`src/fqp_pkg.sv`:
```
`timescale 1ns / 1ps
`default_nettype none

package fqp_pkg;

    // Character codes that steer the parser.
    localparam logic [7:0] CH_AT      = 8'h40;
    localparam logic [7:0] CH_PLUS    = 8'h2B;
    localparam logic [7:0] CH_NL      = 8'h0A;
    localparam logic [7:0] CH_SPACE   = 8'h20;
    localparam logic [7:0] CH_TAB     = 8'h09;
    localparam logic [7:0] CH_CR      = 8'h0D;
    localparam logic [7:0] CH_LOWER_A = 8'h61;
    localparam logic [7:0] CH_LOWER_Z = 8'h7A;
    localparam logic [7:0] CASE_DELTA = 8'h20;

    typedef enum logic [2:0] {
        PH_EXPECT_AT   = 3'd0,
        PH_ID          = 3'd1,
        PH_SKIP_HDR    = 3'd2,
        PH_SEQ         = 3'd3,
        PH_EXPECT_PLUS = 3'd4,
        PH_SKIP_PLUS   = 3'd5,
        PH_QUAL        = 3'd6,
        PH_STOPPED     = 3'd7
    } t_phase;

    typedef enum logic [2:0] {
        K_ID     = 3'd0,
        K_SEQ    = 3'd1,
        K_QUAL   = 3'd2,
        K_DONE   = 3'd3,
        K_END    = 3'd4,
        K_BADHDR = 3'd5,
        K_NOPLUS = 3'd6
    } t_kind;

    typedef struct packed {
        logic [7:0] byte_value;
        logic       end_of_input;
    } t_in_word;

    typedef struct packed {
        t_kind      kind;
        logic [7:0] char_value;
        logic [9:0] position;
    } t_out_word;

    function automatic logic is_ws(input logic [7:0] b);
        return (b == CH_SPACE) || ((b >= CH_TAB) && (b <= CH_CR));
    endfunction

endpackage

`default_nettype wire

```
`src/fqp_parse.sv`:
```
`timescale 1ns / 1ps
`default_nettype none

module fqp_parse
    import fqp_pkg::*;
#(
    parameter int ID_MAX  = 255,
    parameter int SEQ_MAX = 1023
) (
    input  wire logic      i_clk,
    input  wire logic      i_rst_n,
    input  wire logic      i_accept,
    input  wire t_in_word  i_data,
    output logic           o_res_valid,
    output t_out_word      o_res
);

    localparam int MAX_CNT = (ID_MAX > SEQ_MAX) ? ID_MAX : SEQ_MAX;
    localparam int CW      = $clog2(MAX_CNT + 1);
    localparam logic [CW-1:0] ID_LIM  = CW'(ID_MAX);
    localparam logic [CW-1:0] SEQ_LIM = CW'(SEQ_MAX);

    t_phase        r_phase, n_phase;
    logic [CW-1:0] r_count, n_count;

    logic [7:0] b;
    logic       ws;
    logic [7:0] upper;

    assign b     = i_data.byte_value;
    assign ws    = is_ws(b);
    assign upper = ((b >= CH_LOWER_A) && (b <= CH_LOWER_Z)) ? (b - CASE_DELTA) : b;

    always_ff @(posedge i_clk) begin
        if (!i_rst_n) begin
            r_phase <= PH_EXPECT_AT;
            r_count <= '0;
        end else if (i_accept) begin
            r_phase <= n_phase;
            r_count <= n_count;
        end
    end

    always_comb begin
        n_phase          = r_phase;
        n_count          = r_count;
        o_res_valid      = 1'b0;
        o_res.kind       = K_END;
        o_res.char_value = '0;
        o_res.position   = '0;
        if (r_phase != PH_STOPPED && i_data.end_of_input) begin
            n_phase     = PH_STOPPED;
            o_res_valid = 1'b1;
        end else begin
            unique case (r_phase)
                PH_EXPECT_AT: begin
                    if (b == CH_AT) begin
                        n_phase = PH_ID;
                        n_count = '0;
                    end else begin
                        n_phase     = PH_STOPPED;
                        o_res_valid = 1'b1;
                        o_res.kind  = K_BADHDR;
                    end
                end
                PH_ID: begin
                    if (ws || r_count >= ID_LIM) begin
                        n_phase = (b == CH_NL) ? PH_SEQ : PH_SKIP_HDR;
                        n_count = '0;
                    end else begin
                        n_count          = r_count + 1'b1;
                        o_res_valid      = 1'b1;
                        o_res.kind       = K_ID;
                        o_res.char_value = b;
                        o_res.position   = 10'(r_count);
                    end
                end
                PH_SKIP_HDR: begin
                    if (b == CH_NL) begin
                        n_phase = PH_SEQ;
                        n_count = '0;
                    end
                end
                PH_SEQ: begin
                    if (b == CH_NL) begin
                        n_phase = PH_EXPECT_PLUS;
                    end else if (!ws && r_count < SEQ_LIM) begin
                        n_count          = r_count + 1'b1;
                        o_res_valid      = 1'b1;
                        o_res.kind       = K_SEQ;
                        o_res.char_value = upper;
                        o_res.position   = 10'(r_count);
                    end
                end
                PH_EXPECT_PLUS: begin
                    if (b == CH_PLUS) begin
                        n_phase = PH_SKIP_PLUS;
                    end else begin
                        // Resynchronize: the next byte must open a new record.
                        n_phase     = PH_EXPECT_AT;
                        n_count     = '0;
                        o_res_valid = 1'b1;
                        o_res.kind  = K_NOPLUS;
                    end
                end
                PH_SKIP_PLUS: begin
                    if (b == CH_NL) begin
                        n_phase = PH_QUAL;
                        n_count = '0;
                    end
                end
                PH_QUAL: begin
                    if (b == CH_NL) begin
                        n_phase        = PH_EXPECT_AT;
                        n_count        = '0;
                        o_res_valid    = 1'b1;
                        o_res.kind     = K_DONE;
                        o_res.position = 10'(r_count);
                    end else if (!ws && r_count < SEQ_LIM) begin
                        n_count          = r_count + 1'b1;
                        o_res_valid      = 1'b1;
                        o_res.kind       = K_QUAL;
                        o_res.char_value = b;
                        o_res.position   = 10'(r_count);
                    end
                end
                PH_STOPPED: begin
                    n_phase = PH_STOPPED;
                end
            endcase
        end
    end

endmodule

`default_nettype wire

```
`src/fqp_out_buf.sv`:
```
`timescale 1ns / 1ps
`default_nettype none

module fqp_out_buf
    import fqp_pkg::*;
(
    input  wire logic      i_clk,
    input  wire logic      i_rst_n,
    input  wire logic      i_push,
    input  wire t_out_word i_word,
    output logic           o_full,
    output logic           o_valid,
    input  wire logic      i_stall,
    output t_out_word      o_word
);

    logic      r_out_valid;
    logic      r_skid_valid;
    t_out_word r_out;
    t_out_word r_skid;

    // The skid register catches a word that arrives while the output is held,
    // so the upstream stall comes from a register only.
    assign o_full  = r_skid_valid;
    assign o_valid = r_out_valid;
    assign o_word  = r_out;

    always_ff @(posedge i_clk) begin
        if (!i_rst_n) begin
            r_out_valid  <= 1'b0;
            r_skid_valid <= 1'b0;
        end else if (!r_out_valid || !i_stall) begin
            if (r_skid_valid) begin
                r_out_valid  <= 1'b1;
                r_skid_valid <= 1'b0;
            end else begin
                r_out_valid <= i_push;
            end
        end else if (i_push) begin
            r_skid_valid <= 1'b1;
        end
    end

    always_ff @(posedge i_clk) begin
        if (!r_out_valid || !i_stall) begin
            r_out <= r_skid_valid ? r_skid : i_word;
        end else if (i_push) begin
            r_skid <= i_word;
        end
    end

endmodule

`default_nettype wire

```
`src/fastq_record_parser.sv`:
```
// FASTQ record parser: one text byte per cycle in (while not stalled), at most one word out per byte.
// A result word is held in the output register, or in the skid register while the output is stalled.
// Throughput: one byte per cycle while the input is not stalled, set by the parse state update;
// a word that meets an output stall waits in a second register, and input stalls while it waits.
// Reset (synchronous, active low) returns the parser to waiting for '@' with a
// zero count and empties the output buffer; a stopped parser leaves only by reset.
`timescale 1ns / 1ps
`default_nettype none

module fastq_record_parser
    import fqp_pkg::*;
#(
    parameter int ID_MAX  = 255,
    parameter int SEQ_MAX = 1023
) (
    input  wire logic      i_clk,
    input  wire logic      i_rst_n,
    input  wire logic      i_valid,
    output logic           o_stall,
    input  wire t_in_word  i_data,
    output logic           o_valid,
    input  wire logic      i_stall,
    output t_out_word      o_data
);

    logic      accept;
    logic      res_valid;
    t_out_word res;
    logic      buf_full;

    assign o_stall = buf_full;
    assign accept  = i_valid && !buf_full;

    fqp_parse #(
        .ID_MAX  (ID_MAX),
        .SEQ_MAX (SEQ_MAX)
    ) u_parse (
        .i_clk       (i_clk),
        .i_rst_n     (i_rst_n),
        .i_accept    (accept),
        .i_data      (i_data),
        .o_res_valid (res_valid),
        .o_res       (res)
    );

    fqp_out_buf u_out_buf (
        .i_clk   (i_clk),
        .i_rst_n (i_rst_n),
        .i_push  (accept && res_valid),
        .i_word  (res),
        .o_full  (buf_full),
        .o_valid (o_valid),
        .i_stall (i_stall),
        .o_word  (o_data)
    );

endmodule

`default_nettype wire
```
`config.mk`:
```
export PLATFORM = sky130hd
export DESIGN_NAME = fastq_record_parser
export DESIGN_NICKNAME = d
export VERILOG_FILES = /design/src/fqp_pkg.sv /design/src/fqp_parse.sv /design/src/fqp_out_buf.sv /design/src/fastq_record_parser.sv
export SDC_FILE = /design/constraint.sdc
export NUM_CORES = 1
export LEC_CHECK = 0
export BUFFER_PORTS_ARGS = -buffer_cell sky130_fd_sc_hd__clkbuf_2
export CORE_MARGIN = 5
export CORE_UTILIZATION = 31
export CTS_BUF_LIST = sky130_fd_sc_hd__clkbuf_4
export CTS_CLUSTER_DIAMETER = 50
export DETAILED_ROUTE_END_ITERATION = 10
export PLACE_DENSITY_LB_ADDON = 0.15
export SLEW_MARGIN = 20
export SYNTH_ARGS = -nofsm -noshare
export SYNTH_HDL_FRONTEND = slang
export SYNTH_HIERARCHICAL = 1
export SYNTH_SLANG_ARGS = --single-unit
```
`constraint.sdc`:
```
create_clock -name i_clk -period 2.99 [get_ports i_clk]
set_input_delay 0.598 -clock i_clk [delete_from_list [all_inputs] [get_ports i_clk]]
set_output_delay 0.598 -clock i_clk [all_outputs]
set_load 0.05 [all_outputs]
```
After elaboration in Yosys (flattened, before gate mapping)
Cells that the tools add are included.
{"block": "word_totals", "register_bits": 57, "input_bits": 13, "out_inout_bits": 23, "wordCells": 103}
{"block": "classes", "n_eq_ne": 21, "muxes": 41, "bitwise": 3, "add_sub_neg": 2, "order_cmp": 6, "n_reduce_logical": 20}
{"op": "$mux W21", "n": 6}
{"op": "$mux W10", "n": 8}
{"op": "$pmux W10 S6", "n": 1}
{"op": "$pmux W18 S3", "n": 1}
{"op": "$mux W3", "n": 9}
{"op": "$pmux W3 S8", "n": 1}
{"op": "$eq A8 B6 Y1 const B", "n": 2}
{"op": "$mux W8", "n": 2}
{"op": "$ne A3 B1 Y1 const B", "n": 5}
{"op": "$pmux W3 S5", "n": 1}
{"op": "$eq A3 B3 Y1 const B", "n": 4}
{"op": "$add A10 B1 Y10 const B", "n": 1}
{"op": "$ge A10 B8 Y1 const B", "n": 1}
{"op": "$lt A10 B10 Y1 const B", "n": 1}
{"op": "$mux W1", "n": 10}
{"op": "$eq A8 B4 Y1 const B", "n": 1}
{"op": "$eq A8 B7 Y1 const B", "n": 1}
{"op": "$ge A8 B4 Y1 const B", "n": 1}
{"op": "$ge A8 B7 Y1 const B", "n": 1}
{"op": "$le A8 B4 Y1 const B", "n": 1}
{"op": "$le A8 B7 Y1 const B", "n": 1}
{"op": "$sub A8 B6 Y8 const B", "n": 1}
{"op": "$reduce_and A7 Y1", "n": 1}
{"op": "$eq A3 B2 Y1 const B", "n": 2}
{"op": "other kinds (15)", "n": 30}

Logic depth before layout (Yosys ltp)
Gate-level depths: netlist (run 1).
{"block": "logic_depth", "depth_word": 11, "ltp_mapped": 11, "depth_no_buf": 10}

Cells and area by module
The synthesis (run 1) kept the hierarchy.
{"module": "fqp_out_buf", "cells_each": 72, "seq_area_each_um2": 1301.2, "instances": 1, "area_per_inst_um2": 1596.5}
{"module": "fqp_parse", "cells_each": 223, "seq_area_each_um2": 260.2, "instances": 1, "area_per_inst_um2": 1564.0}
{"module": "fastq_record_parser", "cells_each": 2, "seq_area_each_um2": 0.0, "instances": 1, "area_per_inst_um2": 15.0}

Worst setup path before layout (run 1)
No wires, ideal clock.
{"block": "synth_path", "path_type": "input to register", "startpoint": "input i_data[7] (netlist bit)", "endpoint": "register u_out_buf/r_skid[0] (netlist bit) (enable)", "arrival_time_ns": 2.658, "cell_stages": 8, "slack_ns": -0.047, "required_ns": 2.611, "setup_ns": 0.379, "n_path_buf": 0, "path_cell_list": "or4b_4 nor3_1 a21oi_1 o31ai_1 o21ai_0 o211ai_1 and3b_1 and3_1"}
{"block": "synth_between", "elab_chain_cells": 11, "word_cells_on_any_way": 21, "cone_classes": "order compare (2); eq/ne (4); mux (8); reduce/logical (7)"}
{"item": "start: declaration", "line_no": "fastq_record_parser.sv:20", "text": "input wire t_in_word i_data,"}
{"item": "$ge A8 B4 Y1 / $le A8 B4 Y1 (equally long branches)", "line_no": "fqp_pkg.sv:50", "text": "return (b == CH_SPACE) || ((b >= CH_TAB) && (b <= CH_CR));"}
{"item": "$logic_and A1 B1 Y1", "line_no": "fqp_pkg.sv:50"}
{"item": "$logic_or A1 B1 Y1", "line_no": "fqp_pkg.sv:50"}
{"item": "$logic_not A1 Y1", "line_no": "fqp_parse.sv:87, fqp_parse.sv:119"}
{"item": "$logic_and A1 B1 Y1", "line_no": "fqp_parse.sv:87, fqp_parse.sv:119"}
{"item": "$mux W1", "line_no": "fqp_parse.sv:87, fqp_parse.sv:119"}
{"item": "$mux W1 (on tied branches)", "line_no": "fqp_parse.sv:113, fqp_parse.sv:85"}
{"item": "$pmux W1 S5 (*)", "line_no": "fqp_parse.sv:55", "text": "unique case (r_phase)"}
{"item": "$mux W1 (*)", "line_no": "fqp_parse.sv:51", "text": "if (r_phase != PH_STOPPED && i_data.end_of_input) begin"}
{"item": "via res_valid", "line_no": "fastq_record_parser.sv:27", "text": "logic res_valid;"}
{"item": "$logic_and A1 B1 Y1 (*)", "line_no": "fastq_record_parser.sv:49", "text": ".i_push (accept && res_valid),"}
{"item": "$reduce_and A2 Y1 (no source line) (*)"}
{"item": "end signal: assignment", "line_no": "fqp_out_buf.sv:48", "text": "r_skid <= i_word;"}
{"item": "end: declaration", "line_no": "fqp_out_buf.sv:20", "text": "t_out_word r_skid;"}
The timed path passes the listed nets; every way through them passes the cells marked *.
A chain may end at the register's enable or synchronous reset.

Final worst setup path (run 1)
{"block": "layout_path", "startpoint": "register u_parse.r_count[1]", "endpoint": "register u_out_buf/r_skid[8] (netlist bit) (enable)"}
{"block": "layout_between", "elab_chain_cells": 8, "word_cells_on_any_way": 12, "cone_classes": "order compare (2); mux (6); reduce/logical (4)"}
{"item": "start: declaration", "line_no": "fqp_parse.sv:24", "text": "logic [CW-1:0] r_count, n_count;"}
{"item": "start signal: assignment", "line_no": "fqp_parse.sv:40", "text": "r_count <= n_count;"}
{"item": "$lt A10 B10 Y1", "line_no": "fqp_parse.sv:87, fqp_parse.sv:119"}
{"item": "$logic_and A1 B1 Y1", "line_no": "fqp_parse.sv:87, fqp_parse.sv:119"}
{"item": "$mux W1", "line_no": "fqp_parse.sv:87, fqp_parse.sv:119"}
{"item": "$mux W1 (on tied branches)", "line_no": "fqp_parse.sv:113, fqp_parse.sv:85"}
{"item": "$pmux W1 S5 (*)", "line_no": "fqp_parse.sv:55"}
{"item": "$mux W1 (*)", "line_no": "fqp_parse.sv:51"}
{"item": "via res_valid", "line_no": "fastq_record_parser.sv:27"}
{"item": "$logic_and A1 B1 Y1 (*)", "line_no": "fastq_record_parser.sv:49"}
{"item": "$reduce_and A2 Y1 (no source line) (*)"}
Marked as above.

==> out/results.ini, run 1 <==
[floorplanning]
dieWidth_um = 111
rows = 37
io_pins = 36
dieArea_um2 = 12400
die_h_um = 111
start_util_pct = 31.3
core_area_um2 = 10100

[outcome]
outcome = finished, final reports clean

[yosys]
synth_area_leaders = edfxtp_1, dfxtp_1, mux2_2
synth-edff-count = 42
synth_top_area_share_pct = 39.7
syn_avg_cell_area_um2 = 10.7
syn_nets = 315
syn_area_um2 = 3180
yosysSeqAreaShare_pct = 49.2
yosysWarnings = 6
ys.flop_type = edfxtp_1
syn_inst = 297
ys_types = 63
async_flop_share_pct = 0
ys_ff_latch = 57
synth_top_area_cell = edfxtp_1

[global_route]
antenna_found_initial = 0
gr-usage-all-layers_pct = 12.9
grt_overflow = 0
grt_pass1_wl_um = 12800
grt_max_degree = 24
grt_pass1_vias = 2434

[clocking]
cts.sinks = 57
clockBufferDepth = 2
clk_pin_slew_ps = 100
clockRootBuffer = clkbuf_4
post_cts_resized = 0
holdBufCountCts = 0
cts_made_buffers = 9
cts_tree = built
insertion_delay_ps = 390
h-tree-depth = 3
cts_setup_buffers = 0

[power_and_ir_drop]
ir_worst_vdd_v = 0.000218
p_per_area_nw_per_um2 = 487
leakagePower_nw = 1.50

[placed_design]
place.port_buffers = 35
hpwl_um = 5750
postPlaceCellArea_um2 = 3690
placed_cells = 489
place_congestion = 0.824

[critical_path]
required_ps = 3020
crit_path_end_kind = flop
cp_slowest_cell = and3_2
worstPathCellList = ha_1 -> and3_1 -> a311oi_4 -> a31oi_2 -> nor2_1 -> o21ai_0 -> o211ai_1 -> and3b_1 -> and3_2
critical_path_arrival_ps = 2760
start_kind = flop
crit_fanout = 21
critical_path_class = flop to flop
max_stage_delay_ps = 490

[cells_and_area]
area_growth_pct = 19.7
diodes = 0
fin_area_um2 = 3800
final_nets = 382
layout-drive-gt1-share_pct = 34.4
stdcell_count = 505
num-fill-cells = 1038

[detailed_routing]
routedWlPerCell_um = 15.4
viasPerCell = 5.00
ant_nets = 0
first_iter_violations = 164
drt_wl_total_um = 7770
drtPass1Iterations = 4
vias = 2525
remaining_drc_errors = 0

[timing]
skew_ps = 14.8
fmax_mhz = 366
fin_hold_ws_ps = 534
finalHoldViolCount = 0
rsz0062_at_grt = no
min_period_ps = 2730
timing_max_transition_violations_final = 0
setup_viol = 0
tightest_slew_ps = 945
relSlewSlack_pct = 36.9
finalCritPeriodShare_pct = 91.5

[min_path]
hp-class = flop to flop

[flow_run]
maxCapViolCount = 0

[where the power goes]
part           leakage [nW]  total, mW  internal, mW  switching (mW)
Combinational         0.885      0.470         0.151           0.320
Clock                0.0619      0.472         0.174           0.297
Sequential            0.550      0.910         0.897          0.0137
[through the flow]
| step | power (mW) | util (%) | worst slack, ps | setup TNS [ps] |
|---|---|---|---|---|
| 6_report | 1.85 | 37.5 | 255 | 0 |
| 5_1_grt | 1.96 | 37.5 | 112 | 0 |
| 4_1_cts | 1.88 | 37.5 | 243 | 0 |
| 3_5_place_dp | 1.40 | 36.4 | -5.05 | -91.2 |
| 3_3_place_gp | 1.40 | 36.4 | 6.14 | 0 |
| 2_1_floorplan | 1.25 | - | 176 | 0 |
[placed cells by master (no fill, tap or decap), types with 8 or more instances in the layout]
cell       n
a21oi_1   19
buf_4     32
inv_1     10
nor3_1    14
dfxtp_1   15
and3_1    11
nand3_1    9
o21ai_0   10
o211ai_1   8
edfxtp_1  42
nor2_1    25
and2_1     8
clkbuf_2  35
nand2_1   19
clkbuf_4  10
mux2_2    21
[synthesized netlist by cell type (3+ instances only)]
cell type and n:
clkbuf_1 5, mux2_2 21, nor3_1 14, inv_1 10, a22oi_1 3, o21ai_1 3, o21ai_0 10, buf_6 3
nand2_1 19, dfxtp_1 15, a31oi_1 3, nand4_1 4, or3_1 5, o211ai_1 8, nor2_1 25, and2_1 8
nand2b_1 5, nand3_1 9, a21oi_1 19, edfxtp_1 42, ha_1 5, and3_1 12
[area by class of cell]
type / instances / area [um2] / share of cell area, %
Multi-Input combinational cell: 218 / 1500 / 39.6
Sequential cell: 57 / 1560 / 41.1
Clock inverter: 6 / 35.0 / 0.921
Clock buffer: 10 / 75.1 / 1.97
Timing Repair Buffer: 67 / 415 / 10.9
Inverter: 11 / 41.3 / 1.09
Tap cell: 136 / 170 / 4.48
[metal layers]
metal  vias to the layer above  track usage, %  part of all wire (%)
met1                      1175            18.6                    52
met4                         0            3.89                   1.8
met2                        70            18.6                    41
li1                       1268               -                     -
met5                         -               0                     0
met3                        12            3.55                   5.1
[state kept, by name, summed over array words and instances, names as in the netlist]
name / flops
u_out_buf/o_word: 21
u_out_buf/o_valid: 1
u_out_buf/o_full: 1
u_out_buf/r_skid: 21
u_parse/r_phase: 3
u_parse/r_count: 10
[worst paths after layout]
| check | from | endpoint | slack, ps | depth (start not counted) |
|---|---|---|---|---|
| setup / recovery | u_parse/r_count[1] | u_out_buf/r_skid[8] | 260 | 9 |
| hold / removal | u_parse/r_count[1] | u_parse/r_count[1] | 530 | 2 |
| setup reg to reg | u_parse/r_count[1] | u_out_buf/r_skid[8] | 260 | 9 |
| hold reg to reg | u_parse/r_count[1] | u_parse/r_count[1] | 530 | 2 |
[worst max-delay path, delay by kind of cell (launching register included)]
kind / cells / cell delay, ps
compound gates: 4 / 610
fa+ha+maj: 1 / 260
simple gates: 4 / 1130
flops: 1 / 370
[kinds of logic after synthesis]
family	after synthesis	synth area share, %
DFF	57	49.2
buffers and inverters	22	3.51
xor gates and xnor gates	1	0.276
and+or+nand+nor	123	22.4
muxes	21	7.45
adders and majority gates	6	2.29
AOI/OAI and AO/OA	67	14.9
No activity file was read; power rests on OpenSTA's default activity.
==> run 2, diff against run 1 <==
PLACE_DENSITY = 0.51   (was not set)
PLACE_DENSITY_LB_ADDON = not set   (was 0.15)
==> out/results.ini, run 2 (synthesis results as in run 1) <==
[timing]
tns_ps = 0
finalHoldViolCount = 0
setup_viol = 0
skew_ps = 15.9
finalCritPeriodShare_pct = 93.0
rsz0062_at_grt = no
timing_max_transition_violations_final = 0
relSlewSlack_pct = 37.4
fmax_mhz = 360
min_period_ps = 2780
tightest_slew_ps = 936

[clocking]
cts.sinks = 57
clk_pin_slew_ps = 100
post_cts_resized = 0
cts_setup_buffers = 0
holdBufCountCts = 0
clockBufferDepth = 2
cts_tree = built
h-tree-depth = 3
clockRootBuffer = clkbuf_4
insertion_delay_ps = 400
cts_made_buffers = 9

[cells_and_area]
area_growth_pct = 17.9
final_common_cell = edfxtp_1
layout-drive-gt1-share_pct = 31.7
num-fill-cells = 1004
stdcell_count = 493
multi_input_area_um2 = 1500
regArea_um2 = 1560
diodes = 0
final_cell_mix = edfxtp_1, clkbuf_2, nor2_1
final_nets = 370

[detailed_routing]
vias = 2462
viasPerCell = 4.99
drtPass1Iterations = 4
first_iter_violations = 172
routedWlPerCell_um = 14.9
drt_wl_total_um = 7340
remaining_drc_errors = 0
ant_nets = 0

[outcome]
outcome = finished, final reports clean

[global_route]
grt_max_degree = 25
antenna_found_initial = 0
gr-usage-all-layers_pct = 12.1
grt_pass1_vias = 2394
grt_pass1_wl_um = 12200
grt_overflow = 0

[placed_design]
placed_cells = 477
place.port_buffers = 35
place_congestion = 0.782
hpwl_um = 5570

[flow_run]
maxCapViolCount = 0

[critical_path]
cp_slowest_cell = dfxtp_1
required_ps = 3150
max_stage_delay_ps = 420
worstPathCellList = ha_1 -> and3_1 -> nand3_1 -> nand3_2 -> buf_4 -> a2bb2oi_1 -> nor2_1 -> and2_1 -> mux2_2
rr_worst_depth = 9
start_kind = flop
critical_path_class = flop to flop
crit_path_end_kind = flop
critical_path_arrival_ps = 2940
crit_fanout = 6

[floorplanning]
dieArea_um2 = 12400
dieWidth_um = 111
start_util_pct = 31.3
die_h_um = 111
io_pins = 36
rows = 37
core_area_um2 = 10100

[power_and_ir_drop]
ir_worst_vdd_v = 0.000202
power_mw = 1.90
p_per_area_nw_per_um2 = 507
leakagePower_nw = 1.46

[min_path]
hp-class = flop to flop
min_path_cells = 2

==> run 2: cell type report <==
class	instances	share of cell area, %
tap	136	4.55
timing repair buffer	55	9.02
clock buffer	9	1.80
clock inverter	7	1.64
sequential	57	41.7
inverter	11	1.10
multi-input combinational	218	40.2
==> run 2: per-stage QoR <==
step	hold slack (ps)	setup slack [ps]	utilization (%)	area [um2]
after floorplan	466	176	-	3180
after global placement	504	91.2	35.7	3610
after detailed placement	516	102	35.7	3610
after CTS	531	226	36.9	3740
after global routing	557	67.0	36.9	3740
final	533	209	36.9	3740
==> run 2: worst paths after layout <==
path | startpoint | endpoint | slack (ps)
hold reg to reg | u_parse/r_count[1] | u_parse/r_count[1] | 530
setup reg to reg | u_parse/r_count[1] | u_out_buf/o_word[7] | 210
hold / removal | u_parse/r_count[1] | u_parse/r_count[1] | 530
setup / recovery | u_parse/r_count[1] | u_out_buf/o_word[7] | 210
==> run 2: power by group <==
| part | switching [mW] | leakage [nW] | total, mW | internal, mW |
|---|---|---|---|---|
| Clock | 0.290 | 0.0745 | 0.536 | 0.247 |
| Sequential | 0.0128 | 0.550 | 0.909 | 0.896 |
| Combinational | 0.318 | 0.831 | 0.454 | 0.136 |
==> run 2: worst max-delay path: cells and delay by family (launching register included) <==
kind            cells  cell delay [ps]
mux                 1              260
simple gates        5             1080
flops               1              420
compound gates      1              330
buf+inv             1              170
fa+ha+maj           1              270
==> run 2: per-layer routing <==
layer,up-vias,track usage [%],wire length [um]
met1,1141,16.0,3480
met3,13,3.66,331
met4,0,4.79,170
met2,63,18.6,3360
li1,1245,-,-
met5,-,0,0
